File: src/gsps_pkg.sv
// Package for the Gauss-Seidel Poisson sweep unit: widths, opcodes, states
// and the stencil helper. No dependencies.
`timescale 1ns / 1ps
package gsps_pkg;
   localparam int ValueWidth  = 48;
   localparam int ChangeWidth = ValueWidth - 1;
   localparam int IdxWidth    = 5;
   localparam int AddrWidth   = 2 * IdxWidth;
   localparam int SweepWidth  = 16;
   localparam int CsrWidth    = 47;
   localparam int CsrIdxWidth = 2;
   localparam logic [IdxWidth-1:0] MaxIntervals = 5'd31;

   typedef logic signed [ValueWidth-1:0] value_type;
   typedef logic [ChangeWidth-1:0]       change_type;

   typedef enum logic [1:0] {
      OP_LOAD  = 2'd0,
      OP_SOLVE = 2'd1,
      OP_READ  = 2'd2,
      OP_NONE  = 2'd3
   } opcode_type;

   typedef enum logic [1:0] {
      CSR_GRID      = 2'd0,
      CSR_SWEEPS    = 2'd1,
      CSR_THRESHOLD = 2'd2,
      CSR_UNUSED    = 2'd3
   } csr_index_type;

   typedef enum logic [3:0] {
      ST_IDLE,
      ST_READ,
      ST_SWEEP_START,
      ST_FETCH_C,
      ST_FETCH_L,
      ST_FETCH_R,
      ST_FETCH_U,
      ST_FETCH_D,
      ST_ACCUM,
      ST_WRITE,
      ST_SWEEP_END,
      ST_RESULT
   } state_type;

   typedef struct packed {
      logic       clear;
      logic       add;
      value_type  operand;
   } acc_ctrl_type;
endpackage

File: src/gsps_accum.sv
// Shared stencil accumulator: sums floor quarters and low-bit remainders of
// one term a cycle, then rounds and saturates. Depends on gsps_pkg.
`timescale 1ns / 1ps
module gsps_accum (
   input  logic                  clock,
   input  gsps_pkg::acc_ctrl_type ctrl,
   output gsps_pkg::value_type   result
);
   import gsps_pkg::*;

   // Floor quarters of five terms fit in ValueWidth+1 bits; remainders < 16.
   logic signed [ValueWidth:0] sum_ff, sum_in;
   logic [3:0]                 rem_ff, rem_in;
   logic signed [ValueWidth:0] total;
   logic signed [ValueWidth:0] vmax, vmin;

   always_comb begin
      sum_in = sum_ff;
      rem_in = rem_ff;
      if (ctrl.clear) begin
         sum_in = '0;
         rem_in = '0;
      end else if (ctrl.add) begin
         sum_in = sum_ff + (ValueWidth+1)'(ctrl.operand >>> 2);
         rem_in = rem_ff + {2'b00, ctrl.operand[1:0]};
      end
   end

   always_ff @(posedge clock) begin
      sum_ff <= sum_in;
      rem_ff <= rem_in;
   end

   always_comb begin
      vmax  = {2'b00, {(ValueWidth-1){1'b1}}};
      vmin  = {2'b11, {(ValueWidth-1){1'b0}}};
      total = sum_ff + {{(ValueWidth-1){1'b0}}, rem_ff[3:2]};
      if (total > vmax)      result = vmax[ValueWidth-1:0];
      else if (total < vmin) result = vmin[ValueWidth-1:0];
      else                   result = total[ValueWidth-1:0];
   end
endmodule

File: config.mk
export PLATFORM = sky130hd
export DESIGN_NAME = gsps_accum
export DESIGN_NICKNAME = d
export VERILOG_FILES = /design/src/gsps_pkg.sv /design/src/gsps_accum.sv
export SDC_FILE = /design/constraint.sdc
export NUM_CORES = 1
export LEC_CHECK = 0
export BUFFER_PORTS_ARGS = -buffer_cell sky130_fd_sc_hd__buf_4
export CAP_MARGIN = 20
export CORE_MARGIN = 1
export CORE_UTILIZATION = 51
export CTS_BUF_LIST = sky130_fd_sc_hd__clkbuf_4
export DETAILED_ROUTE_END_ITERATION = 10
export PLACE_DENSITY = 0.76
export SLEW_MARGIN = 20
export SYNTH_ARGS = -nofsm -noshare
export SYNTH_HDL_FRONTEND = slang
export SYNTH_SLANG_ARGS = --single-unit
File: constraint.sdc
create_clock -name clock -period 3.2 [get_ports clock]
set_input_delay 0.16 -clock clock [delete_from_list [all_inputs] [get_ports clock]]
set_output_delay 0.16 -clock clock [all_outputs]
set_load 0.02 [all_outputs]
==> reports/results.txt <==
Clock Latency Late Sink: 0.44 ns
status: finished, violations left
H-Tree Level Count: 2
largest net degree at the start of global routing: 74
fin crit share: 101.4%
DP HPWL: 14270 um
Post-Route Skew: 0.03397 ns
Crit. End Element: primary output
DR vias: 6849
P_int: 2072 uW
CP startpoint kind: flip-flop
die footprint: 12900 sq um
CP startpoint: sum_ff[13]
critical path class: flip-flop to primary output
part of the power in the clock network: 8.8%
Cell Area, Synth: 6349 sq um
most common cell after layout, fill and taps aside: buf_4
Yosys reg bits: 53
final setup vio count: 34
PwrDens: 488.1 nW/um^2
routability cong.: 0.9501
Cells after Synth: 833
reg2reg start: sum_ff[0]
YS warnings: 0
vias in the first global route: 6211
cells taking the most area after synthesis: dfxtp_1 (17%), ha_1 (10%), a21oi_1 (6.0%)
sequential-to-total area share from yosys stat: 16.71%
placed insts: 1090
Max Slew Vio Count: 0
drt total wl: 20370 um
failing checks: setup timing
top-area cell type share of the netlist area: 16.71%
I/O pin cnt: 99
Root Buffer: clkbuf_4
Worst EP required: 3.04 ns
Hold Crit Depth: 4
max-cap violation count: 0
Sw Share: 47.77%
GRT overflow: 0
Setup WS pre-CTS: 0.05470 ns
final worst slack: -0.04339 ns
largest area contributor in the netlist: dfxtp_1
Top Family by Delay on Critical Path: simple AND/OR/NAND/NOR gates
Site Rows: 40
GRT Util Overall: 30.38%
Lkg Pwr: 0.003541 uW
Layout area overhead: 28.01%
CTS tree: done
Max Freq: 0.3083 GHz
first-iteration detailed-routing DRC count: 432
crit path DAT: 3.08 ns
antenna violations before repair: 0
drc violations: 0
RSZ-0062 raised after global routing: yes
DR WL/cell: 18.01 um
Worst-Margin Slew: 0.7849 ns
CP max stage cell: dfxtp_4
vias per cell: 6.056
Worst path max stage delay: 0.40 ns
Psw: 1895 uW
unique cell type count in the Yosys netlist: 75
HP Class: primary input to flip-flop
chip height: 113.6 um
antenna diode instance count: 0
Die Width: 113.6 um
Worst-path clk slew: 0.19 ns
CTS Buf Count: 5
combinational share of power: 67.8%
commonest non-fill, non-tap cells in the layout: buf_4 (150), nor2_1 (82), a21oi_1 (65), nand2_1 (63), ha_1 (49)
Worst Hold Launch: ctrl[0]
Async S/R FF share, synth: 0%
maximum VDD drop: 310.5 uV
total clock sinks: 53
ANT nets after route: 0
crit path buf inv count: 3
FF-to-FF End: sum_ff[48]
Finished Layout Cells: 1131
Reg2Reg Setup Slack: 0.09 ns
CTS max path bufs: 2
Avg Cell Area, Syn: 7.621 sq um
Syn Nets: 939
Core ar.: 12060 sq um
layout cells sized above 1: 30.01%
Buffers on Ports: 98
cell repeated most along the worst path: nand2_2
Max FO, Critical Path: 13
final hold vios: 0
post-layout min period: 3.243 ns
Initial Util: 52.63%
first-pass GRT wire length: 31160 um
TritonRoute pass-1 iters: 5
Nets: 1068
EDFF count, synth: 0
part of the power in registers: 23.3%
slew margin rel.: 47.68%
hold endpoint: rem_ff[0]
Worst Reg2Reg Path Length in Cells: 12
Synth Flop Type: dfxtp_1
Cell Chain, Critical Path: and4_4 > nand4_1 > buf_4 > nor4_4 > nand2_2 > nor2_4 > nand2_2 > mux2i_1 > a32o_2 > clkbuf_16 > a21oi_2 > buf_6
-- worst reg2reg max path: stages (launching register included) --
cell      delay, ns
dfxtp_4        0.41
ha_1           0.16
inv_1          0.05
fa_1           0.40
nand2b_1       0.20
a21oi_2        0.27
o21ai_4        0.12
nand4_1        0.18
a311oi_2       0.14
o41ai_2        0.34
a31o_2         0.22
mux2i_1        0.18
mux2_2         0.34
-- power groups by stage --
stage	registers [uW]	logic (uW)	clock network (uW)
2_1_floorplan	911	1660	0
3_3_place_gp	942	2340	0
3_5_place_dp	943	2360	0
4_1_cts	912	2510	360
5_1_grt	936	2880	384
6_report	925	2690	351
-- worst max-delay path by stage --
stage          cells after the start  slack (ns)         end
3_3_place_gp                      12        0.12  sum_ff[34]
6_report                          12       -0.04  result[31]
4_1_cts                           12      0.0003  result[36]
3_5_place_dp                      12        0.05  sum_ff[34]
5_1_grt                           13       -0.14  result[17]
2_1_floorplan                     12        0.26  sum_ff[48]
-- layer usage --
layer,routed length (um),global-route usage [%],vias up
li1,-,-,3306
met4,639,12.54,0
met1,8896,41.05,3231
met2,9427,49.02,270
met3,1409,3.613,42
met5,0,0,-
-- metrics by stage --
step | setup TNS [ns] | instance area [sq um] | util, % | total power [uW] | hold slack (ns)
2_1_floorplan | 0 | 6349 | - | 2574 | 0.4208
3_3_place_gp | 0 | 7366 | 61.07 | 3280 | 0.4779
3_5_place_dp | 0 | 7366 | 61.07 | 3300 | 0.4947
4_1_cts | 0 | 7824 | 64.87 | 3778 | 0.07045
5_1_grt | -5.204 | 8127 | 67.38 | 4205 | 0.08729
6_report | -0.7104 | 8127 | 67.38 | 3966 | 0.07939
-- final cells by class --
| type | instances | area (sq um) |
|---|---|---|
| clock inverters | 3 | 21.27 |
| clock buffers | 5 | 37.54 |
| flip-flops and latches | 53 | 1134 |
| repair buffers | 173 | 1475 |
| multi-input cells | 712 | 5185 |
| well taps | 168 | 210.2 |
| fillers | 1017 | 3935 |
| inverters | 17 | 63.81 |
-- cells in the mapped netlist (all sizes together), types with 27 or more instances --
master,n
xor2,43
nand2,66
nor2,84
clkbuf,31
a21oi,106
nand4,27
nand3,34
o21ai,31
mux2i,34
xnor2,38
a21o,27
ha,52
dfxtp,53
-- registers in the layout, indices dropped and copies added, names as in the netlist --
| signal | count |
|---|---|
| rem_ff | 4 |
| sum_ff | 49 |
-- timing repair --
item	CTS	global route
pin swaps	12	8
buffers inserted	25	5
endpoints found under the setup margin	47	60
hold buffers	0	0
gates resized for setup	54	52
endpoints found under the hold margin	0	0
gates cloned	2	2
-- cells by family after synthesis --
logic type | synth area share, %
fa+ha+maj | 11.19
flops | 16.71
compound gates | 25.17
mux | 5.538
simple gates | 24.85
buf+inv | 5.361
xor+xnor | 11.17
Note: power is estimated with default switching activity, not from simulation.
